File: src/rtl/tmb_pkg.sv
// Shared types and codes for the periodic timer bank.
// Used by the top level and the update stage of the bank and by its port checker.
package tmb_pkg;

  localparam int NUM_TIMERS_DEF  = 16;
  localparam int COUNT_WIDTH_DEF = 32;

  localparam logic [4:0] TIMERS_IN_USE_RESET = 5'd16;

  typedef enum logic [1:0] {
    OP_START   = 2'd0,
    OP_STOP    = 2'd1,
    OP_COMPARE = 2'd2,
    OP_TICK    = 2'd3
  } op_t;

  typedef enum logic [1:0] {
    ST_IDLE   = 2'd0,
    ST_SWEEP  = 2'd1,
    ST_FINISH = 2'd2
  } fsm_t;

  localparam logic [1:0] STATUS_OK          = 2'd0;
  localparam logic [1:0] STATUS_INVALID     = 2'd1;
  localparam logic [1:0] STATUS_NOT_RUNNING = 2'd2;

  localparam logic [1:0] ORDER_LESS    = 2'b11;
  localparam logic [1:0] ORDER_EQUAL   = 2'b00;
  localparam logic [1:0] ORDER_GREATER = 2'b01;

  localparam logic KIND_RESPONSE = 1'b0;
  localparam logic KIND_EVENT    = 1'b1;

  typedef struct packed {
    op_t  op;
    logic cmd_hit;
    logic tick_en;
  } step_ctl_t;

endpackage

File: src/rtl/periodic_timer_bank.sv
// Periodic timer bank: top level with the ring of timer cells, sweep control
// and output register. Depends on tmb_pkg, tmb_cell and tmb_step.
//
// Items are taken one at a time; each is accepted, swept past every entry and
// finished before the bank is idle again. The entries sit in a ring of cells
// that rotates one place per cycle while the sweep advances, through a single
// update stage, so each item visits every entry once. The sweep pauses while
// a second expiry event waits behind a full output register; the finishing
// state waits for a free output unless a tick has no event left. A command
// gives one response; a tick gives one event per notifying expiry, in
// ascending timer order, the final one flagged by tlast, or nothing.
module periodic_timer_bank #(
  parameter int NUM_TIMERS  = tmb_pkg::NUM_TIMERS_DEF,
  parameter int COUNT_WIDTH = tmb_pkg::COUNT_WIDTH_DEF
) (
  input  logic        clk,
  input  logic        rst,
  input  logic        cfg_valid,
  output logic        cfg_ready,
  input  logic [4:0]  cfg_data,      // timers_in_use
  input  logic        s_axis_tvalid,
  output logic        s_axis_tready,
  input  logic [87:0] s_axis_tdata,  // timer_index, other_index, delay_ticks,
                                     // repeat_count, notify_enable, zero fill
  input  logic [1:0]  s_axis_tuser,  // operation
  output logic        m_axis_tvalid,
  input  logic        m_axis_tready,
  output logic [15:0] m_axis_tdata,  // status, order, expired_timer, zero fill
  output logic [0:0]  m_axis_tuser,  // kind
  output logic        m_axis_tlast
);
  import tmb_pkg::*;

  localparam int IDX_W = (NUM_TIMERS > 1) ? $clog2(NUM_TIMERS) : 1;
  localparam logic [IDX_W-1:0] LAST_IDX = IDX_W'(NUM_TIMERS - 1);

  logic [4:0]  timers_in_use;
  logic [8:0]  n_active;
  fsm_t        state;
  fsm_t        state_next;
  logic [IDX_W-1:0] head;
  op_t         op_r;
  logic [7:0]  ta_r;
  logic [7:0]  tb_r;
  logic [31:0] delay_r;
  logic [31:0] repeat_r;
  logic        notify_r;
  logic        cap_a_run;
  logic        cap_b_run;
  logic [COUNT_WIDTH-1:0] cap_a_cnt;
  logic [COUNT_WIDTH-1:0] cap_b_cnt;
  logic        pend_valid;
  logic [7:0]  pend_idx;
  logic        a_ok;
  logic        b_ok;
  logic        out_free;
  logic        advance;
  logic        load_out;
  logic        out_kind;
  logic [1:0]  out_status;
  logic [1:0]  out_order;
  logic [7:0]  out_idx;
  logic        out_last;
  logic        emit;
  logic        accept;
  step_ctl_t   ctl;

  logic                   q_pending [NUM_TIMERS];
  logic                   q_running [NUM_TIMERS];
  logic [COUNT_WIDTH-1:0] q_count   [NUM_TIMERS];
  logic [COUNT_WIDTH-1:0] q_reload  [NUM_TIMERS];
  logic [COUNT_WIDTH-1:0] q_rtotal  [NUM_TIMERS];
  logic [COUNT_WIDTH-1:0] q_rleft   [NUM_TIMERS];
  logic                   q_notify  [NUM_TIMERS];
  logic                   d_pending [NUM_TIMERS];
  logic                   d_running [NUM_TIMERS];
  logic [COUNT_WIDTH-1:0] d_count   [NUM_TIMERS];
  logic [COUNT_WIDTH-1:0] d_reload  [NUM_TIMERS];
  logic [COUNT_WIDTH-1:0] d_rtotal  [NUM_TIMERS];
  logic [COUNT_WIDTH-1:0] d_rleft   [NUM_TIMERS];
  logic                   d_notify  [NUM_TIMERS];

  logic                   nxt_pending;
  logic                   nxt_running;
  logic [COUNT_WIDTH-1:0] nxt_count;
  logic [COUNT_WIDTH-1:0] nxt_reload;
  logic [COUNT_WIDTH-1:0] nxt_rtotal;
  logic [COUNT_WIDTH-1:0] nxt_rleft;
  logic                   nxt_notify;

  assign cfg_ready     = 1'b1;
  assign s_axis_tready = (state == ST_IDLE);
  assign accept        = s_axis_tvalid && s_axis_tready;
  assign out_free      = !m_axis_tvalid || m_axis_tready;

  assign n_active = (9'(timers_in_use) < 9'(NUM_TIMERS)) ? 9'(timers_in_use)
                                                         : 9'(NUM_TIMERS);
  assign a_ok = 9'(ta_r) < n_active;
  assign b_ok = 9'(tb_r) < n_active;

  assign ctl.op      = op_r;
  assign ctl.cmd_hit = (9'(head) == 9'(ta_r)) && a_ok;
  assign ctl.tick_en = 9'(head) < n_active;

  always_ff @(posedge clk) begin
    if (rst) begin
      timers_in_use <= TIMERS_IN_USE_RESET;
    end else if (cfg_valid && cfg_ready) begin
      timers_in_use <= cfg_data;
    end
  end

  tmb_step #(.COUNT_WIDTH(COUNT_WIDTH)) u_step (
    .ctl          (ctl),
    .delay_ticks  (delay_r),
    .repeat_count (repeat_r),
    .notify_enable(notify_r),
    .cur_pending  (q_pending[0]),
    .cur_running  (q_running[0]),
    .cur_count    (q_count[0]),
    .cur_reload   (q_reload[0]),
    .cur_rtotal   (q_rtotal[0]),
    .cur_rleft    (q_rleft[0]),
    .cur_notify   (q_notify[0]),
    .nxt_pending  (nxt_pending),
    .nxt_running  (nxt_running),
    .nxt_count    (nxt_count),
    .nxt_reload   (nxt_reload),
    .nxt_rtotal   (nxt_rtotal),
    .nxt_rleft    (nxt_rleft),
    .nxt_notify   (nxt_notify),
    .emit         (emit)
  );

  for (genvar j = 0; j < NUM_TIMERS; j++) begin : g_cell
    if (j == NUM_TIMERS - 1) begin : g_tail
      assign d_pending[j] = nxt_pending;
      assign d_running[j] = nxt_running;
      assign d_count[j]   = nxt_count;
      assign d_reload[j]  = nxt_reload;
      assign d_rtotal[j]  = nxt_rtotal;
      assign d_rleft[j]   = nxt_rleft;
      assign d_notify[j]  = nxt_notify;
    end else begin : g_mid
      assign d_pending[j] = q_pending[j+1];
      assign d_running[j] = q_running[j+1];
      assign d_count[j]   = q_count[j+1];
      assign d_reload[j]  = q_reload[j+1];
      assign d_rtotal[j]  = q_rtotal[j+1];
      assign d_rleft[j]   = q_rleft[j+1];
      assign d_notify[j]  = q_notify[j+1];
    end
    tmb_cell #(.COUNT_WIDTH(COUNT_WIDTH)) u_cell (
      .clk      (clk),
      .rst      (rst),
      .shift_en (advance),
      .d_pending(d_pending[j]),
      .d_running(d_running[j]),
      .d_count  (d_count[j]),
      .d_reload (d_reload[j]),
      .d_rtotal (d_rtotal[j]),
      .d_rleft  (d_rleft[j]),
      .d_notify (d_notify[j]),
      .q_pending(q_pending[j]),
      .q_running(q_running[j]),
      .q_count  (q_count[j]),
      .q_reload (q_reload[j]),
      .q_rtotal (q_rtotal[j]),
      .q_rleft  (q_rleft[j]),
      .q_notify (q_notify[j])
    );
  end

  always_comb begin
    state_next = state;
    case (state)
      ST_IDLE: begin
        if (accept) begin
          state_next = ST_SWEEP;
        end
      end
      ST_SWEEP: begin
        if (advance && (head == LAST_IDX)) begin
          state_next = ST_FINISH;
        end
      end
      ST_FINISH: begin
        if ((op_r == OP_TICK && !pend_valid) || out_free) begin
          state_next = ST_IDLE;
        end
      end
      default: begin
        state_next = ST_IDLE;
      end
    endcase
  end

  always_comb begin
    advance    = 1'b0;
    load_out   = 1'b0;
    out_kind   = KIND_RESPONSE;
    out_status = STATUS_OK;
    out_order  = ORDER_EQUAL;
    out_idx    = '0;
    out_last   = 1'b1;
    case (state)
      ST_SWEEP: begin
        advance = !(emit && pend_valid && !out_free);
        if (advance && emit && pend_valid) begin
          load_out = 1'b1;
          out_kind = KIND_EVENT;
          out_idx  = pend_idx;
          out_last = 1'b0;
        end
      end
      ST_FINISH: begin
        if (op_r == OP_TICK) begin
          if (pend_valid && out_free) begin
            load_out = 1'b1;
            out_kind = KIND_EVENT;
            out_idx  = pend_idx;
          end
        end else if (out_free) begin
          load_out = 1'b1;
          if (!a_ok || (op_r == OP_COMPARE && !b_ok)) begin
            out_status = STATUS_INVALID;
          end else if (op_r == OP_COMPARE) begin
            if (!cap_a_run || !cap_b_run) begin
              out_status = STATUS_NOT_RUNNING;
            end else if (cap_a_cnt < cap_b_cnt) begin
              out_order = ORDER_LESS;
            end else if (cap_a_cnt > cap_b_cnt) begin
              out_order = ORDER_GREATER;
            end
          end
        end
      end
      default: begin
      end
    endcase
  end

  always_ff @(posedge clk) begin
    if (rst) begin
      state      <= ST_IDLE;
      head       <= '0;
      pend_valid <= 1'b0;
    end else begin
      state <= state_next;
      if (accept) begin
        head       <= '0;
        pend_valid <= 1'b0;
      end else if (advance) begin
        head <= (head == LAST_IDX) ? '0 : head + 1'b1;
      end
      if (state == ST_FINISH && load_out) begin
        pend_valid <= 1'b0;
      end else if (advance && emit) begin
        pend_valid <= 1'b1;
      end
    end
  end

  always_ff @(posedge clk) begin
    if (accept) begin
      op_r     <= op_t'(s_axis_tuser);
      ta_r     <= s_axis_tdata[7:0];
      tb_r     <= s_axis_tdata[15:8];
      delay_r  <= s_axis_tdata[47:16];
      repeat_r <= s_axis_tdata[79:48];
      notify_r <= s_axis_tdata[80];
    end
    if (advance && emit) begin
      pend_idx <= 8'(head);
    end
    if (advance && (9'(head) == 9'(ta_r))) begin
      cap_a_run <= q_running[0];
      cap_a_cnt <= q_count[0];
    end
    if (advance && (9'(head) == 9'(tb_r))) begin
      cap_b_run <= q_running[0];
      cap_b_cnt <= q_count[0];
    end
  end

  always_ff @(posedge clk) begin
    if (rst) begin
      m_axis_tvalid <= 1'b0;
    end else if (load_out) begin
      m_axis_tvalid <= 1'b1;
    end else if (m_axis_tready) begin
      m_axis_tvalid <= 1'b0;
    end
  end

  always_ff @(posedge clk) begin
    if (load_out) begin
      m_axis_tuser <= out_kind;
      m_axis_tdata <= {4'b0000, out_idx, out_order, out_status};
      m_axis_tlast <= out_last;
    end
  end

endmodule

File: src/rtl/tmb_cell.sv
// One timer entry of the ring: holds the entry and takes its neighbor's on a shift.
// Depends on nothing but the clock and reset.
module tmb_cell #(
  parameter int COUNT_WIDTH = 32
) (
  input  logic                   clk,
  input  logic                   rst,
  input  logic                   shift_en,
  input  logic                   d_pending,
  input  logic                   d_running,
  input  logic [COUNT_WIDTH-1:0] d_count,
  input  logic [COUNT_WIDTH-1:0] d_reload,
  input  logic [COUNT_WIDTH-1:0] d_rtotal,
  input  logic [COUNT_WIDTH-1:0] d_rleft,
  input  logic                   d_notify,
  output logic                   q_pending,
  output logic                   q_running,
  output logic [COUNT_WIDTH-1:0] q_count,
  output logic [COUNT_WIDTH-1:0] q_reload,
  output logic [COUNT_WIDTH-1:0] q_rtotal,
  output logic [COUNT_WIDTH-1:0] q_rleft,
  output logic                   q_notify
);

  always_ff @(posedge clk) begin
    if (rst) begin
      q_pending <= 1'b0;
      q_running <= 1'b0;
      q_count   <= '0;
      q_reload  <= '0;
      q_rtotal  <= '0;
      q_rleft   <= '0;
      q_notify  <= 1'b0;
    end else if (shift_en) begin
      q_pending <= d_pending;
      q_running <= d_running;
      q_count   <= d_count;
      q_reload  <= d_reload;
      q_rtotal  <= d_rtotal;
      q_rleft   <= d_rleft;
      q_notify  <= d_notify;
    end
  end

endmodule

File: src/rtl/tmb_step.sv
// Update stage at the head of the ring: applies start, stop or tick to one entry.
// Depends on tmb_pkg for operation codes and the control struct.
module tmb_step #(
  parameter int COUNT_WIDTH = 32
) (
  input  tmb_pkg::step_ctl_t     ctl,
  input  logic [31:0]            delay_ticks,
  input  logic [31:0]            repeat_count,
  input  logic                   notify_enable,
  input  logic                   cur_pending,
  input  logic                   cur_running,
  input  logic [COUNT_WIDTH-1:0] cur_count,
  input  logic [COUNT_WIDTH-1:0] cur_reload,
  input  logic [COUNT_WIDTH-1:0] cur_rtotal,
  input  logic [COUNT_WIDTH-1:0] cur_rleft,
  input  logic                   cur_notify,
  output logic                   nxt_pending,
  output logic                   nxt_running,
  output logic [COUNT_WIDTH-1:0] nxt_count,
  output logic [COUNT_WIDTH-1:0] nxt_reload,
  output logic [COUNT_WIDTH-1:0] nxt_rtotal,
  output logic [COUNT_WIDTH-1:0] nxt_rleft,
  output logic                   nxt_notify,
  output logic                   emit
);
  import tmb_pkg::*;

  logic [COUNT_WIDTH-1:0] cnt_dec;
  logic [COUNT_WIDTH-1:0] rep_dec;

  assign cnt_dec = (cur_count != '0) ? cur_count - 1'b1 : '0;
  assign rep_dec = (cur_rleft != '0) ? cur_rleft - 1'b1 : '0;

  always_comb begin
    nxt_pending = cur_pending;
    nxt_running = cur_running;
    nxt_count   = cur_count;
    nxt_reload  = cur_reload;
    nxt_rtotal  = cur_rtotal;
    nxt_rleft   = cur_rleft;
    nxt_notify  = cur_notify;
    emit        = 1'b0;
    case (ctl.op)
      OP_START: begin
        if (ctl.cmd_hit) begin
          nxt_reload  = COUNT_WIDTH'(delay_ticks);
          nxt_rtotal  = COUNT_WIDTH'(repeat_count);
          nxt_rleft   = COUNT_WIDTH'(repeat_count);
          nxt_notify  = notify_enable;
          nxt_running = 1'b0;
          nxt_pending = 1'b1;
        end
      end
      OP_STOP: begin
        if (ctl.cmd_hit) begin
          nxt_pending = 1'b0;
          nxt_running = 1'b0;
          nxt_count   = '0;
          nxt_reload  = '0;
          nxt_rtotal  = '0;
          nxt_rleft   = '0;
          nxt_notify  = 1'b0;
        end
      end
      OP_TICK: begin
        if (ctl.tick_en) begin
          if (cur_pending) begin
            nxt_count   = cur_reload;
            nxt_pending = 1'b0;
            nxt_running = 1'b1;
          end else if (cur_running) begin
            nxt_count = cnt_dec;
            if (cnt_dec == '0) begin
              emit = cur_notify;
              if (cur_reload == '0) begin
                nxt_running = 1'b0;
              end else if (cur_rtotal == '0) begin
                nxt_count = cur_reload;
              end else begin
                nxt_rleft = rep_dec;
                if (rep_dec == '0) begin
                  nxt_running = 1'b0;
                end else begin
                  nxt_count = cur_reload;
                end
              end
            end
          end
        end
      end
      default: begin
      end
    endcase
  end

endmodule

File: config.mk
export PLATFORM = sky130hd
export DESIGN_NAME = periodic_timer_bank
export DESIGN_NICKNAME = d
export VERILOG_FILES = /design/src/rtl/tmb_pkg.sv /design/src/rtl/periodic_timer_bank.sv /design/src/rtl/tmb_cell.sv /design/src/rtl/tmb_step.sv
export SDC_FILE = /design/constraint.sdc
export NUM_CORES = 2
export LEC_CHECK = 0
export ABC_AREA = 0
export BUFFER_PORTS_ARGS = -buffer_cell sky130_fd_sc_hd__buf_2
export CAP_MARGIN = 20
export CORE_MARGIN = 2
export CORE_UTILIZATION = 45
export DETAILED_ROUTE_END_ITERATION = 10
export PLACE_DENSITY = 0.59
export SYNTH_ARGS = -nofsm -noshare
export SYNTH_HDL_FRONTEND = slang
export SYNTH_SLANG_ARGS = --single-unit
File: constraint.sdc
create_clock -name clk -period 7.91 [get_ports clk]
set_clock_uncertainty 0.05 [all_clocks]
set_input_delay 1.582 -clock clk [delete_from_list [all_inputs] [get_ports clk]]
set_output_delay 1.582 -clock clk [all_outputs]
set_load 0.01 [all_outputs]
# Yosys cells after proc, flatten, opt, wreduce, memory -nomap -nowiden
# Cells that the tools add are included.
[totals]
regBits = 2276
input_bits = 100
output_inout_bits = 21
wordCells = 275
[op_classes]
add_sub_neg = 3
magnitude_cmp = 6
n_eq_ne = 11
muxes = 75
n_bitwise = 3
reduce_logical = 43
[ops]
columns = ["op", "n"]
rows = [
  ["$mux 32", 22],
  ["$pmux 32 s2", 3],
  ["$logic_not 32->1", 4],
  ["$pmux 32 s3", 1],
  ["$reduce_bool 32->1", 2],
  ["$sub 32x1->32 const B", 2],
  ["$gt 32x32->1", 1],
  ["$lt 32x32->1", 1],
  ["$mux 1", 32],
  ["$eq 4x8->1", 2],
  ["$lt 8x5->1", 2],
  ["$mux 4", 4],
  ["$logic_and 1x1->1", 14],
  ["$mux 2", 5],
  ["$logic_not 1->1", 8],
  ["$pmux 1 s2", 4],
  ["$pmux 4 s2", 1],
  ["$eq 2x2->1 const B", 3],
  ["$pmux 2 s3", 1],
  ["$reduce_or 2->1", 3],
  ["$reduce_or 6->1", 1],
  ["$lt 4x5->1", 1],
  ["$lt 5x5->1 const B", 1],
  ["$mux 5", 1],
  ["13 further kinds", 22],
]

# Depth between registers and ports, before layout
[depth]
ltp_word = 17
ltp_mapped = 18
ltp_nobuf = 12

# By module
# From an unflattened synthesis, not the netlist that was laid out.
[hier_totals]
cells_unflattened = 8115
area_unflattened_um2 = 86903.3
[modules_own_cells]
columns = ["mod", "n_inst", "cells_per_inst", "area_each_um2", "seq_area_each_um2"]
rows = [
  ["tmb_cell", 16, 423, 4687.0, 2622.5],
  ["periodic_timer_bank", 1, 429, 6862.8, 5154.9],
  ["tmb_step", 1, 918, 5048.6, 0.0],
]

# Least setup slack after synthesis
# OpenSTA, ideal clock, no wires.
[synth_path]
path_type = "reg2reg"
startpoint = "reg g_cell[0].u_cell.q_count[1]"
endpoint = "reg cap_b_cnt[0], enable pin"
setup_time_ns = 0.506
arrival_ns = 6.449
required_ns = 7.354
slack_ns = 0.905
stages_incl_launch_ff = 16
n_path_buf = 5
period_less_slack_ns = 7.005
path_cell_list = "dfxtp_1 buf_2 inv_1 ha_1 nor4b_4 nand2_1 or4_1 or4_1 a21oi_2 a211oi_2 a21o_1 buf_4 buf_6 buf_4 buf_2 nor4_1"
[synth_via]
elab_chain_cells = 13
elab_cells_between_ends = 14
cone_classes = "1 x add/sub; 7 x mux; 6 x reduce/logical"
[synth_rtl]
columns = ["element", "line", "text"]
rows = [
  ["start, declared", "tmb_cell.sv:18", "output logic [COUNT_WIDTH-1:0] q_count,"],
  ["start signal, assigned", "tmb_cell.sv:37", "q_count <= d_count;"],
  ["$sub 32x1->32 or $reduce_bool 32->1 (tied branches)", "tmb_step.sv:31", "assign cnt_dec = (cur_count != '0) ? cur_count - 1'b1 : '0;"],
  ["$mux 32 (*)", "tmb_step.sv:31", ""],
  ["$logic_not 32->1 (*)", "tmb_step.sv:73", "if (cnt_dec == '0) begin"],
  ["$mux 1 (*)", "tmb_step.sv:73", ""],
  ["$mux 1 (*)", "tmb_step.sv:71", "end else if (cur_running) begin"],
  ["$mux 1 (*)", "tmb_step.sv:67", "if (cur_pending) begin"],
  ["$mux 1 (*)", "tmb_step.sv:66", "if (ctl.tick_en) begin"],
  ["$mux 1 (*)", "tmb_step.sv:43", "case (ctl.op)"],
  ["$logic_and 1x1->1 (*) (2 in a row)", "periodic_timer_bank.sv:208", "advance = !(emit && pend_valid && !out_free);"],
  ["$logic_not 1->1 (*)", "periodic_timer_bank.sv:208", ""],
  ["$mux 1 (*)", "periodic_timer_bank.sv:206", "case (state)"],
  ["$logic_and 1x1->1 (*)", "periodic_timer_bank.sv:280", "if (advance && (9'(head) == 9'(tb_r))) begin"],
  ["end signal, assigned", "periodic_timer_bank.sv:282", "cap_b_cnt <= q_count[0];"],
  ["end, declared", "periodic_timer_bank.sv:51", "logic [COUNT_WIDTH-1:0] cap_b_cnt;"],
]
# Every way passes the cells marked *; elsewhere a longest branch is shown, timed or not.
# A chain may end at the register's enable or synchronous reset.

# Worst setup path after layout
[layout_path]
startpoint = "reg g_cell[0].u_cell.q_count[0]"
endpoint = "reg g_cell[15].u_cell.q_count[15]"
[layout_via]
elab_chain_cells = 12
elab_cells_between_ends = 21
cone_classes = "1 x add/sub; 15 x mux; 5 x reduce/logical"
[layout_rtl]
columns = ["element", "line"]
rows = [
  ["$sub 32x1->32 or $reduce_bool 32->1 (tied branches)", "tmb_step.sv:31"],
  ["$mux 32 (*)", "tmb_step.sv:31"],
  ["$logic_not 32->1", "tmb_step.sv:73"],
  ["$mux 1", "tmb_step.sv:73"],
  ["$mux 1", "tmb_step.sv:71"],
  ["$mux 1", "tmb_step.sv:67"],
  ["$mux 1", "tmb_step.sv:66"],
  ["$mux 1", "tmb_step.sv:43"],
  ["$logic_and 1x1->1 (2 in a row)", "periodic_timer_bank.sv:208"],
  ["$logic_not 1->1", "periodic_timer_bank.sv:208"],
  ["$mux 1", "periodic_timer_bank.sv:206"],
  ["end signal, assigned", "tmb_cell.sv:37"],
  ["end, declared", "tmb_cell.sv:18"],
]
# Marked as above.

==> flow_summary.yaml <==
clock_tree:
  cts.sinks: 2272
  htree_levels: 4
  cts_tree: "done"
  clkTransAtPathRegs_ps: 60
  post_cts_resize_count: 0
  clockBufferDepth: 3
  ctsHoldBuffers: 0
  cts_setup_buffers: 0
  numCtsBuffers: 226
  insertion_delay_ps: 860
  root_buffer: "clkbuf_16"
pwr:
  powerDensity_mw_per_mm2: 283
  power.total_mw: 26.3
  p_leak_nw: 30.6
  ir_drop_uv: 260
worst_setup_path:
  reg2regPathDepth: 14
  end_kind: "register"
  critPathMaxStageDelay_ps: 780
  startpoint: "g_cell[0].u_cell.q_count[0]"
  critical_path.slowest_cell: "a21oi_4"
  regToRegEndpoint: "g_cell[15].u_cell.q_count[15]"
  crit_path_max_fanout: 59
  critPathMostFrequentCell: "a31o_1"
  cp-start-kind: "register"
  arrival_ps: 6260
  reg2reg_slack_ps: 2340
  worstSetupPathType: "reg -> reg"
  rr_startpoint: "g_cell[0].u_cell.q_count[0]"
  path_cells: "inv_1 -> ha_1 -> or4b_1 -> or3_1 -> nor2_2 -> xor2_1 -> nor3_1 -> a31o_1 -> a21oi_4 -> buf_12 -> buf_4 -> nor2_1 -> a31o_1 -> a211oi_1"
  worstPathRequired_ps: 8600
final_layout:
  area_growth_pct: 9.89
  nFillCells: 17800
  regArea_mm2: 0.0471
  nets: 10100
  layout_commonest_cell: "nand2_1"
  final_cell_mix: "nand2_1, dfxtp_1, a21oi_1"
  instances_no_fill: 12700
  final_core_util_pct: 49.7
  design_area_mm2: 0.0930
  multiInputGateArea_mm2: 0.0329
  drive_gt1_share_pct: 6.36
placement:
  dpl-instance-area_mm2: 0.0853
  dp_cells: 12200
  post-place-ws_ps: 2380
  dp_hpwl_um: 115000
  io_buffer_count: 104
  routabilityCongestion: 0.846
timing:
  rsz0062_at_grt: "false"
  fin_setup_tns_ps: 0
  holdWs_ps: 383
  worst_pin_slew_ps: 1200
  finalSetupViolCount: 0
  slew_headroom_pct: 19.7
  hold_viol_final: 0
  finalMaxSlewViolations: 0
  max_freq_ghz: 0.180
  worst_slack_ps: 2340
  fin_crit_sh_pct: 70.4
  layout_min_cycle_time_ps: 5570
yosys:
  syn-instance-count: 10300
  avgSynthCellArea_um2: 8.19
  synth_edf_count: 163
  yosysWarnings: 0
  ys_ff_latch: 2272
  syn_area_mm2: 0.0846
  yosysSeqAreaShare_pct: 55.7
  synth.distinct_cells: 94
  synth_flop_cell: "dfxtp_1"
  postSynth.asyncResetShare_pct: 0
min_path:
  whs_path_depth: 2
  min_to: "g_cell[5].u_cell.q_rleft[19]"
  worstHoldPathType: "reg -> reg"
  hp-start: "g_cell[6].u_cell.q_rleft[19]"
floorplan:
  die-area_mm2: 0.192
  io_pins: 121
  start_util_pct: 45.2
  die_h_um: 438
  core_area_mm2: 0.187
  die_width_um: 438
  rows: 159
global_route:
  grt_first_pass_wirelength_um: 314000
  overflow: 0
  antenna_found_initial: 1
  grt_use_total_pct: 19.7
  grt_max_degree: 261
  grt_pass1_vias: 58800
drt:
  wl_per_cell_um: 15.3
  drt-pass1-iter-count: 8
  drc: 0
  vias_per_cell: 5.16
  routed_wl_um: 194000
  drt_iter0_drc: 6113
  final_antenna_net_count: 0
  via_count: 65300
flow_run:
  cap_violations: 0
run_status:
  status: "complete, no violations"
-- state kept, by name, indices dropped and copies added (netlist names), 4 cells and up --
register / count
cap_a_cnt: 32
cap_b_cnt: 32
delay_r: 32
g_cell.u_cell.q_count: 512
g_cell.u_cell.q_notify: 16
g_cell.u_cell.q_pending: 16
g_cell.u_cell.q_reload: 512
g_cell.u_cell.q_rleft: 512
g_cell.u_cell.q_rtotal: 512
g_cell.u_cell.q_running: 16
head: 4
m_axis_tdata: 8
pend_idx: 4
repeat_r: 32
ta_r: 8
tb_r: 8
timers_in_use: 5
-- worst max path at each step --
stage | endpoint | cells past startpoint
floorplan | cap_b_cnt[0] | 15
global placement | g_cell[15].u_cell.q_count[31] | 13
detailed placement | g_cell[15].u_cell.q_count[15] | 14
CTS | g_cell[15].u_cell.q_count[15] | 14
global route | g_cell[15].u_cell.q_count[15] | 14
finish | g_cell[15].u_cell.q_count[15] | 14
-- synth_stat cells (17+ instances only) --
library cell	count	share of area, %
o21ai_0	76	0.45
nand3_1	27	0.16
nand2_1	4010	18
buf_6	91	1.2
nor3_1	123	0.73
nor2_1	194	0.86
a211oi_1	81	0.72
inv_1	72	0.32
buf_2	298	1.8
o211ai_1	21	0.19
xor2_1	18	0.19
a31oi_1	21	0.16
buf_4	83	0.74
dfxtp_1	2109	50
ha_1	50	0.74
a21oi_1	2061	12
nand4_1	36	0.27
edfxtp_1	163	5.8
and3_1	67	0.50
o31ai_1	25	0.22
nor4_1	65	0.48
a221oi_1	17	0.18
a21o_1	17	0.15
clkbuf_1	340	1.5
-- layout make-up --
cell class                 count  area share (%)
sequential                  2272            50.7
multi-input combinational   7178            35.3
clock buffer                 352            7.41
tap                         2495            3.36
timing repair buffer         225            2.12
clock inverter                71           0.793
inverter                      73           0.297
antenna                        3         0.00807
-- power by group --
part	switching [mW]	internal [mW]	total (mW)
Sequential	0.217	11.9	12.1
Clock	4.50	6.26	10.8
Combinational	2.78	0.634	3.41
-- worst max-delay path: cells and delay by family (launching register included) --
kind | cells | cell delay [ps]
AOI/OAI and AO/OA | 4 | 1660
xor gates and xnor gates | 1 | 260
adders and majority gates | 1 | 290
buffers and inverters | 3 | 1040
DFF | 1 | 480
and+or+nand+nor | 5 | 1600
-- per-layer routing --
metal | up-vias | GRT usage [%] | part of all wire [%] | wire length [um]
met5 | - | 0 | 0 | 0
met4 | 0 | 5.71 | 2.2 | 4350
met3 | 269 | 2.88 | 4.7 | 9150
met2 | 1134 | 29.7 | 44 | 85100
met1 | 30600 | 29.0 | 49 | 95800
li1 | 33400 | - | - | -
-- kinds of logic after synthesis --
logic type               synth area share (%)
AO/OA/AOI/OAI                            15.6
XOR/XNOR                                0.321
adder cells (fa/ha/maj)                 0.739
buffers and inverters                    5.60
flip-flops                               55.7
multiplexers                            0.180
other                                 0.00888
AND/OR/NAND/NOR                          21.9
(Power assumes the default switching activity.)
